==> src/dive_log_record_parser_unit_assert.svh <==
// Assertion macros for the dive log record parser.
`ifndef DIVE_LOG_RECORD_PARSER_UNIT_ASSERT_SVH
`define DIVE_LOG_RECORD_PARSER_UNIT_ASSERT_SVH
`ifndef SYNTHESIS
// Same-cycle implication.
`define DLRP_ASSERT_IMP(lbl, clk, rstn, ant, con) \
  lbl: assert property (@(posedge clk) disable iff (!rstn) (ant) |-> (con)) \
    else $error("dlrp assertion failed");
// Next-cycle implication.
`define DLRP_ASSERT_NXT(lbl, clk, rstn, ant, con) \
  lbl: assert property (@(posedge clk) disable iff (!rstn) (ant) |=> (con)) \
    else $error("dlrp assertion failed");
`else
`define DLRP_ASSERT_IMP(lbl, clk, rstn, ant, con)
`define DLRP_ASSERT_NXT(lbl, clk, rstn, ant, con)
`endif
`endif

==> src/dlrp_pkg.sv <==
// Shared types and constants of the dive log record parser.
package dlrp_pkg;

  // Result kinds
  typedef enum logic [3:0] {
    K_TIME     = 4'd0,
    K_DEPTH    = 4'd1,
    K_TEMP     = 4'd2,
    K_GAS_SW   = 4'd3,
    K_SETPOINT = 4'd4,
    K_PRESSURE = 4'd5,
    K_DECO     = 4'd6,
    K_NDL      = 4'd7,
    K_GAS_ENT  = 4'd8,
    K_TANK_ENT = 4'd9,
    K_DONE     = 4'd10
  } kind_e;

  // Done status codes
  localparam logic [1:0] STAT_OK        = 2'd0;
  localparam logic [1:0] STAT_TRUNC     = 2'd1;
  localparam logic [1:0] STAT_GAS_FULL  = 2'd2;
  localparam logic [1:0] STAT_TANK_FULL = 2'd3;

  // Event type codes
  localparam logic [14:0] EV_DECO      = 15'd5;
  localparam logic [14:0] EV_GAS       = 15'd7;
  localparam logic [14:0] EV_SETPOINT  = 15'd8;
  localparam logic [14:0] EV_TANK      = 15'd15;
  localparam logic [14:0] EV_TANK_LIST = 15'd16;

  // Configuration register indexes
  typedef enum logic [2:0] {
    R_LONG_SAMPLES = 3'd0,
    R_SHORT_TANK   = 3'd1,
    R_INTERVAL     = 3'd2,
    R_SAMPLE_LIMIT = 3'd3,
    R_EVENT_LIMIT  = 3'd4
  } reg_idx_e;

  // One result item
  typedef struct packed {
    logic [3:0]         kind;
    logic [37:0]        time_s;
    logic [14:0]        depth_cm;
    logic signed [15:0] temperature_deci;
    logic [3:0]         entry_index;
    logic [7:0]         oxygen_pct;
    logic [7:0]         helium_pct;
    logic [15:0]        tank_id;
    logic [15:0]        reading;
    logic [15:0]        begin_pressure;
    logic [1:0]         status;
    logic               last_of_run;
  } res_t;

  // Sample interval in seconds; codes above five saturate
  function automatic logic [5:0] interval_s(input logic [2:0] sel);
    logic [5:0] v;
    case (sel)
      3'd0:    v = 6'd1;
      3'd1:    v = 6'd2;
      3'd2:    v = 6'd5;
      3'd3:    v = 6'd10;
      3'd4:    v = 6'd30;
      default: v = 6'd60;
    endcase
    return v;
  endfunction

endpackage

==> src/dlrp_rec_if.sv <==
// Record byte channel.
interface dlrp_rec_if;
  logic       valid;
  logic       ready;
  logic [7:0] data_byte;
  logic       first_byte;
  logic       last_byte;
  modport source (output valid, data_byte, first_byte, last_byte, input ready);
  modport sink (input valid, data_byte, first_byte, last_byte, output ready);
endinterface

==> src/dlrp_res_if.sv <==
// Result item channel.
interface dlrp_res_if;
  logic               valid;
  logic               ready;
  logic [3:0]         kind;
  logic [37:0]        time_s;
  logic [14:0]        depth_cm;
  logic signed [15:0] temperature_deci;
  logic [3:0]         entry_index;
  logic [7:0]         oxygen_pct;
  logic [7:0]         helium_pct;
  logic [15:0]        tank_id;
  logic [15:0]        reading;
  logic [15:0]        begin_pressure;
  logic [1:0]         status;
  logic               last_of_run;
  modport source (output valid, kind, time_s, depth_cm, temperature_deci, entry_index,
                  oxygen_pct, helium_pct, tank_id, reading, begin_pressure, status,
                  last_of_run, input ready);
  modport sink (input valid, kind, time_s, depth_cm, temperature_deci, entry_index,
                oxygen_pct, helium_pct, tank_id, reading, begin_pressure, status,
                last_of_run, output ready);
endinterface

==> src/dive_log_record_parser_unit.sv <==
// Top level of the dive log record parser.
// Takes one record body byte per item and returns its result items in order; the last
// result of a byte carries last_of_run. A small sequencer handles each byte in turn and
// is not ready until all of its results have left the one-item holding stage. A plain
// byte passes the take, last-byte and flush states; a completed event adds the event state,
// and a gas or tank search adds one compare per table entry; a finished sample walks up to
// 7 + TANK_SLOTS emission steps; the end of the record walks up to GAS_SLOTS + TANK_SLOTS + 3
// steps. A stalled result port holds the sequencer until its results are taken.
// Configuration is by APB, register i at byte address 4*i.
module dive_log_record_parser_unit #(
  parameter int GAS_SLOTS  = 11,
  parameter int TANK_SLOTS = 11
) (
  input  logic         clk_i,
  input  logic         rst_ni,
  dlrp_rec_if.sink     rec_i,
  dlrp_res_if.source   res_o,
  input  logic         psel,
  input  logic         penable,
  input  logic         pwrite,
  input  logic [4:0]   paddr,
  input  logic [31:0]  pwdata,
  output logic [31:0]  prdata,
  output logic         pready
);

  `include "dive_log_record_parser_unit_assert.svh"

  localparam int GIW    = (GAS_SLOTS > 1) ? $clog2(GAS_SLOTS) : 1;
  localparam int GCW    = $clog2(GAS_SLOTS + 1);
  localparam int TIW    = (TANK_SLOTS > 1) ? $clog2(TANK_SLOTS) : 1;
  localparam int TCW    = $clog2(TANK_SLOTS + 1);
  localparam int MAXLEN = (4 + 2 * TANK_SLOTS > 16) ? 4 + 2 * TANK_SLOTS : 16;
  localparam int BCW    = $clog2(MAXLEN + 1);

  typedef enum logic [3:0] {
    S_IDLE, S_TAKE, S_EVT, S_GSRCH, S_TSRCH, S_FAIL, S_SMP, S_LAST, S_REC, S_FLUSH
  } state_e;
  typedef enum logic [1:0] {PH_WLO, PH_WHI, PH_EVENT, PH_SAMPLE} phase_e;
  typedef enum logic [1:0] {SS_RUN, SS_LIMIT, SS_ERROR, SS_DONE} stop_e;

  // Pending flag bits
  localparam int PF_GAS  = 0;
  localparam int PF_SP   = 1;
  localparam int PF_DECO = 2;

  state_e st_q, st_d;
  phase_e ph_q, ph_d;
  stop_e  stop_q, stop_d;

  logic [7:0]            byte_q, byte_d;
  logic                  last_q, last_d;
  logic [BCW-1:0]        bc_q, bc_d;
  logic [15:0]           word_q, word_d;
  logic [14:0]           etype_q, etype_d;
  logic [31:0]           pay_q, pay_d;
  logic [31:0]           smp_q, smp_d;
  logic [31:0]           evt_q, evt_d;
  logic [37:0]           time_q, time_d;
  logic [GCW-1:0]        gcnt_q, gcnt_d;
  logic [15:0]           pgas_q, pgas_d;
  logic                  pgas_v_q, pgas_v_d;
  logic [GIW-1:0]        cgas_q, cgas_d;
  logic [TCW-1:0]        tcnt_q, tcnt_d;
  logic [15:0]           ptank_q, ptank_d;
  logic                  ptank_v_q, ptank_v_d;
  logic [TIW-1:0]        ctank_q, ctank_d;
  logic [TANK_SLOTS-1:0] ppress_q, ppress_d;
  logic [2:0]            pflag_q, pflag_d;
  logic [7:0]            sp_q, sp_d;
  logic [15:0]           deco_q, deco_d;
  logic [2:0]            sub_q, sub_d;
  logic [GCW-1:0]        gidx_q, gidx_d;
  logic [TCW-1:0]        tidx_q, tidx_d;
  logic [1:0]            fail_q, fail_d;

  // Configuration registers
  logic        long_q, short_q;
  logic [2:0]  ival_q;
  logic [31:0] slim_q, elim_q;

  // Output holding stage and output register
  dlrp_pkg::res_t hold_q, hold_d, out_q, out_d, gen;
  logic           hold_v_q, hold_v_d, out_v_q, out_v_d;
  logic           gen_v, out_free, can_place, adv;

  // Tables
  logic [15:0] gas_tab_q [GAS_SLOTS];
  logic [47:0] tank_tab_q [TANK_SLOTS];
  logic [GIW-1:0] gra, gwa;
  logic [TIW-1:0] tra, twa;
  logic [15:0]    grd, gwd;
  logic [47:0]    trd, twd;
  logic           gwe, twe;

  logic [BCW-1:0] bc_inc, ev_end, smp_end;
  logic [15:0]    wfull;
  logic           trunc;

  // APB
  logic cfg_we;
  assign pready = 1'b1;
  assign cfg_we = psel && penable && pwrite && pready;

  always_comb begin
    case (paddr[4:2])
      dlrp_pkg::R_LONG_SAMPLES: prdata = {31'd0, long_q};
      dlrp_pkg::R_SHORT_TANK:   prdata = {31'd0, short_q};
      dlrp_pkg::R_INTERVAL:     prdata = {29'd0, ival_q};
      dlrp_pkg::R_SAMPLE_LIMIT: prdata = slim_q;
      dlrp_pkg::R_EVENT_LIMIT:  prdata = elim_q;
      default:                  prdata = '0;
    endcase
  end

  always_ff @(posedge clk_i or negedge rst_ni) begin
    if (!rst_ni) begin
      long_q  <= 1'b0;
      short_q <= 1'b0;
      ival_q  <= '0;
      slim_q  <= '0;
      elim_q  <= '0;
    end else if (cfg_we) begin
      unique case (paddr[4:2])
        dlrp_pkg::R_LONG_SAMPLES: long_q  <= pwdata[0];
        dlrp_pkg::R_SHORT_TANK:   short_q <= pwdata[0];
        dlrp_pkg::R_INTERVAL:     ival_q  <= pwdata[2:0];
        dlrp_pkg::R_SAMPLE_LIMIT: slim_q  <= pwdata;
        dlrp_pkg::R_EVENT_LIMIT:  elim_q  <= pwdata;
        default: ;
      endcase
    end
  end

  // Table read ports, one address each
  assign gra = (st_q == S_SMP) ? cgas_q : gidx_q[GIW-1:0];
  assign tra = (st_q == S_TSRCH || st_q == S_SMP || st_q == S_REC) ? tidx_q[TIW-1:0]
                                                                  : ctank_q;
  assign grd = gas_tab_q[gra];
  assign trd = tank_tab_q[tra];

  always_ff @(posedge clk_i) begin
    if (gwe) gas_tab_q[gwa] <= gwd;
    if (twe) tank_tab_q[twa] <= twd;
  end

  // Byte decode helpers
  assign bc_inc  = bc_q + BCW'(1);
  assign smp_end = long_q ? BCW'(16) : BCW'(2);
  assign wfull   = {byte_q, word_q[7:0]};
  always_comb begin
    case (etype_q)
      dlrp_pkg::EV_DECO, dlrp_pkg::EV_GAS: ev_end = BCW'(6);
      dlrp_pkg::EV_SETPOINT:               ev_end = BCW'(5);
      dlrp_pkg::EV_TANK:                   ev_end = short_q ? BCW'(8) : BCW'(10);
      dlrp_pkg::EV_TANK_LIST:              ev_end = BCW'(4 + 2 * TANK_SLOTS);
      default:                             ev_end = BCW'(4);
    endcase
  end
  assign trunc = (stop_q == SS_RUN) && (ph_q == PH_EVENT || ph_q == PH_SAMPLE);

  assign out_free  = !out_v_q || res_o.ready;
  assign can_place = !hold_v_q || out_free;
  assign adv       = !gen_v || can_place;

  // Sequencer
  always_comb begin
    st_d = st_q;  ph_d = ph_q;  stop_d = stop_q;
    byte_d = byte_q;  last_d = last_q;  bc_d = bc_q;  word_d = word_q;
    etype_d = etype_q;  pay_d = pay_q;  smp_d = smp_q;  evt_d = evt_q;
    time_d = time_q;  gcnt_d = gcnt_q;  pgas_d = pgas_q;  pgas_v_d = pgas_v_q;
    cgas_d = cgas_q;  tcnt_d = tcnt_q;  ptank_d = ptank_q;  ptank_v_d = ptank_v_q;
    ctank_d = ctank_q;  ppress_d = ppress_q;  pflag_d = pflag_q;  sp_d = sp_q;
    deco_d = deco_q;  sub_d = sub_q;  gidx_d = gidx_q;  tidx_d = tidx_q;
    fail_d = fail_q;
    hold_d = hold_q;  hold_v_d = hold_v_q;  out_d = out_q;  out_v_d = out_v_q;
    gwe = 1'b0;  gwa = gcnt_q[GIW-1:0];  gwd = pay_q[15:0];
    twe = 1'b0;  twa = tra;  twd = {pay_q[31:16], trd[31:0]};
    gen_v = 1'b0;
    gen = '0;
    gen.time_s = time_q;

    if (out_v_q && res_o.ready) out_v_d = 1'b0;

    unique case (st_q)
      S_IDLE: begin
        if (rec_i.valid) begin
          byte_d = rec_i.data_byte;
          last_d = rec_i.last_byte;
          st_d   = S_TAKE;
          if (rec_i.first_byte) begin
            ph_d = PH_WLO;  stop_d = SS_RUN;  bc_d = '0;  word_d = '0;  etype_d = '0;
            pay_d = '0;  smp_d = '0;  evt_d = '0;  time_d = '0;  gcnt_d = '0;
            pgas_d = '0;  pgas_v_d = 1'b0;  cgas_d = '0;  tcnt_d = '0;  ptank_d = '0;
            ptank_v_d = 1'b0;  ctank_d = '0;  ppress_d = '0;  pflag_d = '0;
            sp_d = '0;  deco_d = '0;
          end
        end
      end

      S_TAKE: begin
        st_d = S_LAST;
        if (stop_q == SS_RUN) begin
          unique case (ph_q)
            PH_WLO: begin
              word_d = {8'd0, byte_q};
              ph_d   = PH_WHI;
            end
            PH_WHI: begin
              word_d = wfull;
              bc_d   = '0;
              pay_d  = '0;
              if (wfull[15]) begin
                if (evt_q >= elim_q) stop_d = SS_LIMIT;
                else begin
                  etype_d = wfull[14:0];
                  ph_d    = PH_EVENT;
                end
              end else begin
                if (smp_q >= slim_q) stop_d = SS_LIMIT;
                else ph_d = PH_SAMPLE;
              end
            end
            PH_EVENT: begin
              if (bc_q >= BCW'(4) && bc_q < BCW'(8)) pay_d[8*bc_q[1:0] +: 8] = byte_q;
              bc_d = bc_inc;
              if (bc_inc >= ev_end) begin
                ph_d = PH_WLO;
                st_d = S_EVT;
              end
            end
            PH_SAMPLE: begin
              if (bc_q < BCW'(2)) pay_d[8*bc_q[0] +: 8] = byte_q;
              bc_d = bc_inc;
              if (bc_inc >= smp_end) begin
                ph_d   = PH_WLO;
                time_d = time_q + 38'(dlrp_pkg::interval_s(ival_q));
                sub_d  = '0;
                tidx_d = '0;
                st_d   = S_SMP;
              end
            end
            default: ;
          endcase
        end
      end

      // Completed event
      S_EVT: begin
        st_d = S_LAST;
        case (etype_q)
          dlrp_pkg::EV_DECO: begin
            deco_d = pay_q[15:0];
            pflag_d[PF_DECO] = 1'b1;
            evt_d = evt_q + 32'd1;
          end
          dlrp_pkg::EV_SETPOINT: begin
            sp_d = pay_q[7:0];
            pflag_d[PF_SP] = 1'b1;
            evt_d = evt_q + 32'd1;
          end
          dlrp_pkg::EV_GAS: begin
            if (pgas_v_q && pgas_q == pay_q[15:0]) evt_d = evt_q + 32'd1;
            else begin
              gidx_d = '0;
              st_d   = S_GSRCH;
            end
          end
          dlrp_pkg::EV_TANK: begin
            if (ptank_v_q && ptank_q == pay_q[15:0]) begin
              twe = 1'b1;
              ppress_d[ctank_q] = 1'b1;
              evt_d = evt_q + 32'd1;
            end else begin
              tidx_d = '0;
              st_d   = S_TSRCH;
            end
          end
          default: evt_d = evt_q + 32'd1;
        endcase
      end

      // Gas table lookup, one entry a cycle
      S_GSRCH: begin
        if (gidx_q < gcnt_q) begin
          if (grd == pay_q[15:0]) begin
            cgas_d = gidx_q[GIW-1:0];
            pgas_d = pay_q[15:0];  pgas_v_d = 1'b1;
            pflag_d[PF_GAS] = 1'b1;
            evt_d = evt_q + 32'd1;
            st_d  = S_LAST;
          end else gidx_d = gidx_q + GCW'(1);
        end else if (gcnt_q >= GCW'(GAS_SLOTS)) begin
          fail_d = dlrp_pkg::STAT_GAS_FULL;
          st_d   = S_FAIL;
        end else begin
          gwe    = 1'b1;
          cgas_d = gcnt_q[GIW-1:0];
          gcnt_d = gcnt_q + GCW'(1);
          pgas_d = pay_q[15:0];  pgas_v_d = 1'b1;
          pflag_d[PF_GAS] = 1'b1;
          evt_d = evt_q + 32'd1;
          st_d  = S_LAST;
        end
      end

      // Tank table lookup, one entry a cycle
      S_TSRCH: begin
        if (tidx_q < tcnt_q) begin
          if (trd[15:0] == pay_q[15:0]) begin
            twe = 1'b1;
            ctank_d = tidx_q[TIW-1:0];
            ppress_d[tidx_q[TIW-1:0]] = 1'b1;
            ptank_d = pay_q[15:0];  ptank_v_d = 1'b1;
            evt_d = evt_q + 32'd1;
            st_d  = S_LAST;
          end else tidx_d = tidx_q + TCW'(1);
        end else if (tcnt_q >= TCW'(TANK_SLOTS)) begin
          fail_d = dlrp_pkg::STAT_TANK_FULL;
          st_d   = S_FAIL;
        end else begin
          twe = 1'b1;
          twa = tcnt_q[TIW-1:0];
          twd = {pay_q[31:16], pay_q[31:16], pay_q[15:0]};
          ctank_d = tcnt_q[TIW-1:0];
          ppress_d[tcnt_q[TIW-1:0]] = 1'b1;
          tcnt_d  = tcnt_q + TCW'(1);
          ptank_d = pay_q[15:0];  ptank_v_d = 1'b1;
          evt_d = evt_q + 32'd1;
          st_d  = S_LAST;
        end
      end

      // Table full: report and stop
      S_FAIL: begin
        gen_v = 1'b1;
        gen.kind = dlrp_pkg::K_DONE;
        gen.status = fail_q;
        if (adv) begin
          stop_d = SS_ERROR;
          st_d   = S_FLUSH;
        end
      end

      // Sample results, one step a cycle unless the result path stalls
      S_SMP: begin
        gen.depth_cm = word_q[14:0];
        gen.temperature_deci = signed'(pay_q[15:0]);
        case (sub_q)
          3'd0: begin gen_v = 1'b1; gen.kind = dlrp_pkg::K_TIME; end
          3'd1: begin gen_v = 1'b1; gen.kind = dlrp_pkg::K_DEPTH; end
          3'd2: begin gen_v = 1'b1; gen.kind = dlrp_pkg::K_TEMP; end
          3'd3: begin
            gen_v = pflag_q[PF_GAS];
            gen.kind = dlrp_pkg::K_GAS_SW;
            gen.entry_index = 4'(cgas_q);
            gen.oxygen_pct = grd[7:0];
            gen.helium_pct = grd[15:8];
          end
          3'd4: begin
            gen_v = pflag_q[PF_SP];
            gen.kind = dlrp_pkg::K_SETPOINT;
            gen.reading = {8'd0, sp_q};
          end
          3'd5: begin
            gen_v = (tidx_q < tcnt_q) && ppress_q[tidx_q[TIW-1:0]];
            gen.kind = dlrp_pkg::K_PRESSURE;
            gen.entry_index = 4'(tidx_q[TIW-1:0]);
            gen.tank_id = trd[15:0];
            gen.reading = trd[47:32];
            gen.begin_pressure = trd[31:16];
          end
          default: begin
            gen_v = pflag_q[PF_DECO];
            gen.kind = (deco_q != 16'd0) ? dlrp_pkg::K_DECO : dlrp_pkg::K_NDL;
            gen.reading = deco_q;
          end
        endcase
        if (adv) begin
          if (sub_q == 3'd5) begin
            if (tidx_q < tcnt_q) tidx_d = tidx_q + TCW'(1);
            else sub_d = 3'd6;
          end else if (sub_q == 3'd6) begin
            pflag_d  = '0;
            ppress_d = '0;
            smp_d    = smp_q + 32'd1;
            st_d     = S_LAST;
          end else sub_d = sub_q + 3'd1;
        end
      end

      S_LAST: begin
        if (last_q && (stop_q == SS_RUN || stop_q == SS_LIMIT)) begin
          sub_d  = trunc ? 3'd0 : 3'd1;
          gidx_d = '0;
          tidx_d = '0;
          st_d   = S_REC;
        end else st_d = S_FLUSH;
      end

      // End of record: table entries then done, or a truncated done alone
      S_REC: begin
        case (sub_q)
          3'd0: begin
            gen_v = 1'b1;
            gen.kind = dlrp_pkg::K_DONE;
            gen.status = dlrp_pkg::STAT_TRUNC;
            if (adv) begin
              stop_d = SS_DONE;
              st_d   = S_FLUSH;
            end
          end
          3'd1: begin
            gen_v = gidx_q < gcnt_q;
            gen.kind = dlrp_pkg::K_GAS_ENT;
            gen.entry_index = 4'(gidx_q[GIW-1:0]);
            gen.oxygen_pct = grd[7:0];
            gen.helium_pct = grd[15:8];
            if (adv) begin
              if (gen_v) gidx_d = gidx_q + GCW'(1);
              else sub_d = 3'd2;
            end
          end
          3'd2: begin
            gen_v = tidx_q < tcnt_q;
            gen.kind = dlrp_pkg::K_TANK_ENT;
            gen.entry_index = 4'(tidx_q[TIW-1:0]);
            gen.tank_id = trd[15:0];
            gen.reading = trd[47:32];
            gen.begin_pressure = trd[31:16];
            if (adv) begin
              if (gen_v) tidx_d = tidx_q + TCW'(1);
              else sub_d = 3'd3;
            end
          end
          default: begin
            gen_v = 1'b1;
            gen.kind = dlrp_pkg::K_DONE;
            gen.status = dlrp_pkg::STAT_OK;
            if (adv) begin
              stop_d = SS_DONE;
              st_d   = S_FLUSH;
            end
          end
        endcase
      end

      // Release the held item as the last of this byte
      S_FLUSH: begin
        if (!hold_v_q) st_d = S_IDLE;
        else if (out_free) begin
          out_d = hold_q;
          out_d.last_of_run = 1'b1;
          out_v_d  = 1'b1;
          hold_v_d = 1'b0;
          st_d     = S_IDLE;
        end
      end

      default: st_d = S_IDLE;
    endcase

    // New item enters the holding stage, pushing the previous one out
    if (gen_v && can_place) begin
      if (hold_v_q) begin
        out_d = hold_q;
        out_d.last_of_run = 1'b0;
        out_v_d = 1'b1;
      end
      hold_d   = gen;
      hold_v_d = 1'b1;
    end
  end

  always_ff @(posedge clk_i or negedge rst_ni) begin
    if (!rst_ni) begin
      st_q <= S_IDLE;  ph_q <= PH_WLO;  stop_q <= SS_RUN;
      byte_q <= '0;  last_q <= 1'b0;  bc_q <= '0;  word_q <= '0;  etype_q <= '0;
      pay_q <= '0;  smp_q <= '0;  evt_q <= '0;  time_q <= '0;  gcnt_q <= '0;
      pgas_q <= '0;  pgas_v_q <= 1'b0;  cgas_q <= '0;  tcnt_q <= '0;  ptank_q <= '0;
      ptank_v_q <= 1'b0;  ctank_q <= '0;  ppress_q <= '0;  pflag_q <= '0;
      sp_q <= '0;  deco_q <= '0;  sub_q <= '0;  gidx_q <= '0;  tidx_q <= '0;
      fail_q <= '0;  hold_v_q <= 1'b0;  out_v_q <= 1'b0;
    end else begin
      st_q <= st_d;  ph_q <= ph_d;  stop_q <= stop_d;
      byte_q <= byte_d;  last_q <= last_d;  bc_q <= bc_d;  word_q <= word_d;
      etype_q <= etype_d;  pay_q <= pay_d;  smp_q <= smp_d;  evt_q <= evt_d;
      time_q <= time_d;  gcnt_q <= gcnt_d;  pgas_q <= pgas_d;  pgas_v_q <= pgas_v_d;
      cgas_q <= cgas_d;  tcnt_q <= tcnt_d;  ptank_q <= ptank_d;
      ptank_v_q <= ptank_v_d;  ctank_q <= ctank_d;  ppress_q <= ppress_d;
      pflag_q <= pflag_d;  sp_q <= sp_d;  deco_q <= deco_d;  sub_q <= sub_d;
      gidx_q <= gidx_d;  tidx_q <= tidx_d;  fail_q <= fail_d;
      hold_v_q <= hold_v_d;  out_v_q <= out_v_d;
    end
  end

  // Payload registers
  always_ff @(posedge clk_i) begin
    hold_q <= hold_d;
    out_q  <= out_d;
  end

  // Ports
  assign rec_i.ready           = (st_q == S_IDLE);
  assign res_o.valid           = out_v_q;
  assign res_o.kind            = out_q.kind;
  assign res_o.time_s          = out_q.time_s;
  assign res_o.depth_cm        = out_q.depth_cm;
  assign res_o.temperature_deci = out_q.temperature_deci;
  assign res_o.entry_index     = out_q.entry_index;
  assign res_o.oxygen_pct      = out_q.oxygen_pct;
  assign res_o.helium_pct      = out_q.helium_pct;
  assign res_o.tank_id         = out_q.tank_id;
  assign res_o.reading         = out_q.reading;
  assign res_o.begin_pressure  = out_q.begin_pressure;
  assign res_o.status          = out_q.status;
  assign res_o.last_of_run     = out_q.last_of_run;

  // Checks
  `DLRP_ASSERT_IMP(a_idle_hold_empty, clk_i, rst_ni, st_q == S_IDLE, !hold_v_q)
  `DLRP_ASSERT_IMP(a_gas_count_range, clk_i, rst_ni, 1'b1, gcnt_q <= GCW'(GAS_SLOTS))
  `DLRP_ASSERT_IMP(a_tank_count_range, clk_i, rst_ni, 1'b1, tcnt_q <= TCW'(TANK_SLOTS))
  `DLRP_ASSERT_NXT(a_flush_to_idle, clk_i, rst_ni,
                   st_q == S_FLUSH && !hold_v_q, st_q == S_IDLE)

endmodule
==> src/flat_wrapper.sv <==
// flat-port wrapper written by rule: the top's interface ports become plain ports
module dive_log_record_parser_unit_flat 
#(
  parameter int GAS_SLOTS  = 11,
  parameter int TANK_SLOTS = 11
)
  (clk_i, rst_ni, psel, penable, pwrite, paddr, pwdata, prdata, pready, rec_i_valid, rec_i_data_byte, rec_i_first_byte, rec_i_last_byte, rec_i_ready, res_o_valid, res_o_kind, res_o_time_s, res_o_depth_cm, res_o_temperature_deci, res_o_entry_index, res_o_oxygen_pct, res_o_helium_pct, res_o_tank_id, res_o_reading, res_o_begin_pressure, res_o_status, res_o_last_of_run, res_o_ready);
  dlrp_rec_if rec_i_i ();
  dlrp_res_if res_o_i ();
  input  logic clk_i;
  input  logic rst_ni;
  input  logic psel;
  input  logic penable;
  input  logic pwrite;
  input  logic [4:0] paddr;
  input  logic [31:0] pwdata;
  output logic [31:0] prdata;
  output logic pready;
  input wire logic [$bits(rec_i_i.valid)-1:0] rec_i_valid;
  input wire logic [$bits(rec_i_i.data_byte)-1:0] rec_i_data_byte;
  input wire logic [$bits(rec_i_i.first_byte)-1:0] rec_i_first_byte;
  input wire logic [$bits(rec_i_i.last_byte)-1:0] rec_i_last_byte;
  output wire logic [$bits(rec_i_i.ready)-1:0] rec_i_ready;
  output wire logic [$bits(res_o_i.valid)-1:0] res_o_valid;
  output wire logic [$bits(res_o_i.kind)-1:0] res_o_kind;
  output wire logic [$bits(res_o_i.time_s)-1:0] res_o_time_s;
  output wire logic [$bits(res_o_i.depth_cm)-1:0] res_o_depth_cm;
  output wire logic [$bits(res_o_i.temperature_deci)-1:0] res_o_temperature_deci;
  output wire logic [$bits(res_o_i.entry_index)-1:0] res_o_entry_index;
  output wire logic [$bits(res_o_i.oxygen_pct)-1:0] res_o_oxygen_pct;
  output wire logic [$bits(res_o_i.helium_pct)-1:0] res_o_helium_pct;
  output wire logic [$bits(res_o_i.tank_id)-1:0] res_o_tank_id;
  output wire logic [$bits(res_o_i.reading)-1:0] res_o_reading;
  output wire logic [$bits(res_o_i.begin_pressure)-1:0] res_o_begin_pressure;
  output wire logic [$bits(res_o_i.status)-1:0] res_o_status;
  output wire logic [$bits(res_o_i.last_of_run)-1:0] res_o_last_of_run;
  input wire logic [$bits(res_o_i.ready)-1:0] res_o_ready;
  assign rec_i_i.valid = rec_i_valid;
  assign rec_i_i.data_byte = rec_i_data_byte;
  assign rec_i_i.first_byte = rec_i_first_byte;
  assign rec_i_i.last_byte = rec_i_last_byte;
  assign rec_i_ready = rec_i_i.ready;
  assign res_o_valid = res_o_i.valid;
  assign res_o_kind = res_o_i.kind;
  assign res_o_time_s = res_o_i.time_s;
  assign res_o_depth_cm = res_o_i.depth_cm;
  assign res_o_temperature_deci = res_o_i.temperature_deci;
  assign res_o_entry_index = res_o_i.entry_index;
  assign res_o_oxygen_pct = res_o_i.oxygen_pct;
  assign res_o_helium_pct = res_o_i.helium_pct;
  assign res_o_tank_id = res_o_i.tank_id;
  assign res_o_reading = res_o_i.reading;
  assign res_o_begin_pressure = res_o_i.begin_pressure;
  assign res_o_status = res_o_i.status;
  assign res_o_last_of_run = res_o_i.last_of_run;
  assign res_o_i.ready = res_o_ready;
  dive_log_record_parser_unit #(.GAS_SLOTS(GAS_SLOTS), .TANK_SLOTS(TANK_SLOTS)) u_core (.clk_i(clk_i), .rst_ni(rst_ni), .rec_i(rec_i_i), .res_o(res_o_i), .psel(psel), .penable(penable), .pwrite(pwrite), .paddr(paddr), .pwdata(pwdata), .prdata(prdata), .pready(pready));
endmodule
==> config.mk <==
export PLATFORM = sky130hd
export DESIGN_NAME = dive_log_record_parser_unit_flat
export DESIGN_NICKNAME = d
export VERILOG_FILES = /design/src/dlrp_pkg.sv /design/src/dlrp_rec_if.sv /design/src/dlrp_res_if.sv /design/src/dive_log_record_parser_unit.sv /design/src/flat_wrapper.sv
export VERILOG_INCLUDE_DIRS = /design/src /design/src/src
export SDC_FILE = /design/constraint.sdc
export NUM_CORES = 2
export LEC_CHECK = 0
export BUFFER_PORTS_ARGS = -buffer_cell sky130_fd_sc_hd__buf_2
export CAP_MARGIN = 30
export CORE_MARGIN = 5
export CORE_UTILIZATION = 45
export CTS_CLUSTER_SIZE = 30
export DETAILED_ROUTE_END_ITERATION = 8
export MAX_ROUTING_LAYER = met4
export SLEW_MARGIN = 40
export SYNTH_ARGS = -nofsm -noshare
export SYNTH_HDL_FRONTEND = slang
export SYNTH_SLANG_ARGS = --single-unit
==> constraint.sdc <==
create_clock -name clk_i -period 13.3 [get_ports clk_i]
set_clock_uncertainty 0.2 [all_clocks]
set_input_delay 2.66 -clock clk_i [delete_from_list [all_inputs] [get_ports clk_i]]
set_output_delay 2.66 -clock clk_i [all_outputs]
set_load 0.02 [all_outputs]
Word level (Yosys, flattened, before mapping)
Memories as Yosys holds them, arrays and structs flattened.
Index checks and enable logic that the tools add are counted.
- memories kept: 2
- register bits: 645
- output and inout bits: 179
- RAM bits: 704
- input bits: 54
- word-level logic and storage cells: 539
- memory list (name ; depth ; width ; read ports ; clocked after Yosys merged registers in ; wr ports ; line ; text):
    u_core.tank_tab_q ; 11 ; 48 ; 1 ; 0 ; 1 ; dive_log_record_parser_unit.sv:89 ; logic [47:0] tank_tab_q [TANK_SLOTS];
    u_core.gas_tab_q ; 11 ; 16 ; 1 ; 0 ; 1 ; dive_log_record_parser_unit.sv:88 ; logic [15:0] gas_tab_q [GAS_SLOTS];
- mux-type cells: 261
- reductions and logical operators: 81
- $add $sub $neg: 11
- bitwise gates (word level): 3
- shifts and indexed selects: 4
- equal/unequal tests: 99
- $lt $le $gt $ge: 17
- operators with widths (cell ; count):
    144-bit 2-to-1 mux ; 5
    32-bit 2-to-1 mux ; 19
    16-bit 2-to-1 mux ; 13
    4-bit 2-to-1 mux ; 50
    32-bit one-hot mux with 2 select lines ; 3
    38-bit 2-to-1 mux ; 5
    32-bit one-hot mux with 5 select lines ; 1
    68-bit one-hot mux with 2 select lines ; 1
    32-bit one-hot mux with 4 select lines ; 1
    11-bit 2-to-1 mux ; 10
    15-bit 2-to-1 mux ; 7
    16-bit one-hot mux with 2 select lines ; 3
    32-bit one-hot mux with 3 select lines ; 1
    15-bit one-hot mux with 2 select lines ; 3
    38-bit one-hot mux with 2 select lines ; 1
    8-bit by 34-bit variable shift with 32-bit output, first input constant ; 2
    8-bit by 34-bit variable part select with 32-bit output ; 2
    32-bit by 1-bit adder with 32-bit output, second input constant ; 2
    32-bit bitwise mux ; 2
    16-bit == test ; 4
    32-bit greater-or-equal comparator ; 2
    4-bit one-hot mux with 2 select lines ; 8
    3-bit 2-to-1 mux ; 19
    2-bit inequality test, second input constant ; 27
    other kinds (83) ; 285

Logic depth before layout (Yosys ltp)
- depth in word-level cells: 11
- mapped depth: 19
- gate-level depth less buffers: 16

Worst setup path before layout
No wires, ideal clock.
- path kind: input-to-reg
- start: in res_o_ready
- end: reg with a tool-made name
- buffers on the path: 1
- stages on the path: 9
- setup time: 163 ps
- arrival time: 13859 ps
- required time: 12937 ps
- slack: -922 ps
- cells stage by stage: nor2b_1 nand2_1 inv_1 nor2_1 a21o_1 nand2_1 nor2_1 clkbuf_1 and2_1
- RTL lines (what ; line ; text):
    start, declared ; flat_wrapper.sv:37 ; input wire logic [$bits(res_o_i.ready)-1:0] res_o_ready;

Worst setup path in the final report
- start: reg u_core.st_q[2]
- end: mem u_core.tank_tab_q[3][42], enable pin
- longest elaborated chain between the ends: 11
- elaborated cells between the ends (all ways): 17
- those cells by class: eq/ne: 5; mux: 9; reduce/logical: 2; memory: 1
- ends and longest elaborated chain (what ; line ; text):
    start, declared ; dive_log_record_parser_unit.sv:47 ; state_e st_q, st_d;
    start signal, assigned ; dive_log_record_parser_unit.sv:485 ; st_q <= st_d; ph_q <= ph_d; stop_q <= stop_d;
    4-bit by 3-bit == test with 1-bit output (on tied branches) ; dive_log_record_parser_unit.sv:137, dive_log_record_parser_unit.sv:185 ;
    1-bit logical OR (2 in series) ; dive_log_record_parser_unit.sv:137 ; assign tra = (st_q == S_TSRCH || st_q == S_SMP || st_q == S_REC) ? tidx_q[TIW-1:0]
    4-bit 2-to-1 mux ; dive_log_record_parser_unit.sv:137 ;
    memory 11 x 48 bit ; -- ;
    16-bit == test ; dive_log_record_parser_unit.sv:310 ; if (trd[15:0] == pay_q[15:0]) begin
    1-bit 2-to-1 mux ; dive_log_record_parser_unit.sv:310 ;
    1-bit 2-to-1 mux ; dive_log_record_parser_unit.sv:309 ; if (tidx_q < tcnt_q) begin
    1-bit one-hot mux with 2 select lines ; dive_log_record_parser_unit.sv:185 ; unique case (st_q)
    1-bit 2-to-1 mux ; dive_log_record_parser_unit.sv:144 ; if (twe) tank_tab_q[twa] <= twd;
    1-bit 2-to-1 mux (not written as such) ; dive_log_record_parser_unit.sv:144 ;
    end, declared ; dive_log_record_parser_unit.sv:89 ;
Parallel ways exist; a longest one is shown, timed or not.

==> reports/summary.json <==
{
  "totalNegativeSetupSlack": {"value": 0, "unit": "ns"},
  "place_congestion": {"value": 0.935},
  "clock_buffers_created_by_tritoncts": {"value": 147},
  "ys.warnings.count": {"value": 0},
  "cts.sink_count": {"value": 1349},
  "postSynth.asyncResetShare": {"value": 0.265},
  "layout_min_cycle_time": {"value": 7.90, "unit": "ns"},
  "use_met3": {"value": 0.0394},
  "clock_latency": {"value": 0.77, "unit": "ns"},
  "tightest_slew": {"value": 0.961, "unit": "ns"},
  "dr.pass1.iters": {"value": 5},
  "via_count_normalized_by_instance_count": {"value": 5.85},
  "tritoncts": {"value": "done"},
  "dp.final_hpwl": {"value": 98300, "unit": "um"},
  "number_of_antenna_violations_at_the_first_check_in_global_routing": {"value": 6},
  "synth-seq-area-share": {"value": 0.660},
  "timing.max_cap.violations": {"value": 0},
  "critical_path.max_stage_delay": {"value": 0.80, "unit": "ns"},
  "grt_first_pass_wirelength": {"value": 239000, "unit": "um"},
  "port_buffers": {"value": 229},
  "worst_ep_required_time": {"value": 13.49, "unit": "ns"},
  "layout.cells.most_common": {"value": "sky130_fd_sc_hd__edfxtp_1"},
  "final_cell_mix": {"value": "sky130_fd_sc_hd__edfxtp_1, sky130_fd_sc_hd__nand2_1, sky130_fd_sc_hd__dfrtp_1"},
  "status": {"value": "completed"},
  "grt.overflow.total": {"value": 0},
  "detail_route.drc_violations": {"value": 0},
  "cell_family_contributing_the_most_delay_on_the_critical_path": {"value": "buffers and inverters"},
  "net_count_after_synthesis": {"value": 4693},
  "busiest_layer": {"value": "met2"},
  "cts.hold.buffers_added": {"value": 0},
  "routedWlPerCell": {"value": 24.2, "unit": "um"},
  "power_per_cell_area": {"value": 220, "unit": "nW/um^2"},
  "post_synth_design_cell_area": {"value": 58700, "unit": "um^2"},
  "fp-row-count": {"value": 132},
  "rsz_0062_raised_after_global_routing": {"value": "no"},
  "cp-end-kind": {"value": "flop"},
  "ctsHtreeMaxLevel": {"value": 4},
  "worstPathCellList": {"value": "nor3b_2 -> nor3_2 -> buf_4 -> nor2_4 -> buf_4 -> buf_6 -> mux4_2 -> nand2_1 -> a31oi_1 -> mux2_2 -> a2111o_1 -> o41a_1 -> o21ai_0 -> nand3_1 -> nor2_4 -> buf_4"},
  "timing.critical_path.mode_cell": {"value": "sky130_fd_sc_hd__buf_4"},
  "grt_util_all_layers": {"value": 0.236},
  "flow.area_growth_from_synthesis": {"value": 13.9, "unit": "%"},
  "drt_iter0_markers": {"value": 3885},
  "critical_path.max_fanout": {"value": 68},
  "placeableCoreArea": {"value": 129000, "unit": "um^2"},
  "clock_tree.buffer_depth": {"value": 3},
  "timing.final.setup_violations": {"value": 0},
  "number_of_enable_type_register_cells_in_the_synthesized_netlist": {"value": 991},
  "netlist_instances": {"value": 4529},
  "die_area": {"value": 138000, "unit": "um^2"},
  "worstPathArrival": {"value": 8.09, "unit": "ns"},
  "wl": {"value": 160000, "unit": "um"},
  "die-width": {"value": 371, "unit": "um"},
  "post_route_cells_drive_above_1_share": {"value": 0.150},
  "post-route-util": {"value": 0.516},
  "final_antenna_net_count": {"value": 0},
  "hold_path.class": {"value": "flop to flop"},
  "globalRouteMet2Util": {"value": 0.366},
  "number_of_i_o_pins": {"value": 233},
  "final-hold-violation-count": {"value": 0},
  "timing.setup.critical_path_class": {"value": "flop to flop"},
  "grt.met1_usage": {"value": 0.325},
  "num-nets-final": {"value": 4909},
  "worst-path-buf-inv": {"value": 4},
  "floorplan.initialDensity": {"value": 0.453},
  "max_freq": {"value": 127, "unit": "MHz"},
  "synth_cell_type_count": {"value": 97},
  "clock-root-buffer": {"value": "sky130_fd_sc_hd__clkbuf_16"},
  "post_synth.cell_area_avg": {"value": 13.0, "unit": "um^2"},
  "via_count_of_the_first_global_routing_pass": {"value": 37200},
  "num_vias": {"value": 38700},
  "cts_resized": {"value": 0},
  "maxSlewHeadroom": {"value": 0.359},
  "worst_setup_path_start_kind": {"value": "flop"},
  "total_leakage_power": {"value": 24.7, "unit": "nW"},
  "cts.clk_slew.worst_paths": {"value": 0.06, "unit": "ns"},
  "die_y": {"value": 371, "unit": "um"},
  "crit_path_top_delay_cell": {"value": "sky130_fd_sc_hd__dfrtp_1"},
  "finalMaxSlewViolations": {"value": 0},
  "count_of_state_elements_after_synthesis": {"value": 1349},
  "grt_max_degree": {"value": 187},
  "postCtsSetupBuffers": {"value": 0},
  "ys_dominant_reg_cell": {"value": "sky130_fd_sc_hd__edfxtp_1"},
  "timing.final.crit_share": {"value": 0.594},
  "irDropWorstVdd": {"value": 0.000191, "unit": "V"}
}
==> power by group <==
part	switching (W)	internal (W)	leakage, nW
sequential	0.000359	0.00576	13.5
combinational	0.00323	0.00134	8.88
clock	0.00169	0.00230	2.30
total	0.00528	0.00941	24.7
==> through the flow <==
| step | area, um^2 | cells | hold WS, ns | setup slack, ns | total power (W) |
|---|---|---|---|---|---|
| 2_1_floorplan | 58700 | 4529 | 0.230 | 1.43 | 0.00913 |
| 3_3_place_gp | 61800 | 6330 | 0.260 | 5.23 | 0.0106 |
| 3_5_place_dp | 62000 | 6337 | 0.263 | 5.36 | 0.0107 |
| 4_1_cts | 66800 | 6608 | 0.283 | 5.34 | 0.0148 |
| 5_1_grt | 66800 | 6611 | 0.307 | 5.09 | 0.0154 |
| 6_report | 66800 | 6613 | 0.279 | 5.40 | 0.0147 |
==> final cells by class <==
class                   count  area, um^2
inverters                 130         488
repair buffers            324        2050
well taps                1742        2180
flip-flops and latches   1349       38700
clock buffers             194        4030
fillers                 11100       62700
multi-input cells        2793       18600
clock inverters            77         691
diodes                      4        10.0
==> cell families after synthesis <==
group / count (synthesis) / synth area share
compound gates: 982 / 0.112
xor+xnor: 98 / 0.0146
fa+ha+maj: 110 / 0.0236
buf+inv: 387 / 0.0271
flops: 1349 / 0.660
mux: 160 / 0.0441
other cells: 1 / 0.0000639
simple gates: 1442 / 0.119
==> cells in the mapped netlist (45+ instances only) <==
cell | number | area share
sky130_fd_sc_hd__nand2_1 | 562 | 0.036
sky130_fd_sc_hd__a21o_1 | 49 | 0.0063
sky130_fd_sc_hd__nor2_1 | 224 | 0.014
sky130_fd_sc_hd__ha_1 | 109 | 0.023
sky130_fd_sc_hd__a22o_1 | 103 | 0.015
sky130_fd_sc_hd__mux4_2 | 73 | 0.028
sky130_fd_sc_hd__mux2i_1 | 61 | 0.010
sky130_fd_sc_hd__nand4_1 | 56 | 0.0060
sky130_fd_sc_hd__and3_1 | 45 | 0.0048
sky130_fd_sc_hd__nand3_1 | 121 | 0.010
sky130_fd_sc_hd__inv_1 | 130 | 0.0083
sky130_fd_sc_hd__clkbuf_1 | 187 | 0.012
sky130_fd_sc_hd__xnor2_1 | 54 | 0.0081
sky130_fd_sc_hd__a21oi_1 | 190 | 0.016
sky130_fd_sc_hd__edfxtp_1 | 991 | 0.51
sky130_fd_sc_hd__and2_1 | 193 | 0.021
sky130_fd_sc_hd__dfrtp_1 | 358 | 0.15
sky130_fd_sc_hd__o21ai_0 | 250 | 0.021
sky130_fd_sc_hd__a31oi_1 | 61 | 0.0065
sky130_fd_sc_hd__nor3_1 | 64 | 0.0055
==> routing by layer <==
metal  wire length (um)  vias to the layer above
met5                  0                        -
met4               4500                        0
met3              11900                      288
met2              75400                     1508
met1              68600                    19400
li1                   -                    17400
==> path summary, 6_finish.rpt <==
path                                  start                        to  slack [ns]  depth (start not counted)
setup / recovery             u_core.st_q[2]  u_core.tank_tab_q[3][42]        5.40                         16
hold / removal             u_core.fail_q[1]          u_core.fail_q[1]        0.28                          1
max in group asynchronous            rst_ni           u_core.pay_q[9]        9.94                          2
setup reg to reg             u_core.st_q[2]  u_core.tank_tab_q[3][42]        5.40                         16
min in group asynchronous            rst_ni          u_core.time_q[3]        1.73                          1
hold reg to reg            u_core.fail_q[1]          u_core.fail_q[1]        0.28                          1
(Power assumes the default switching activity.)
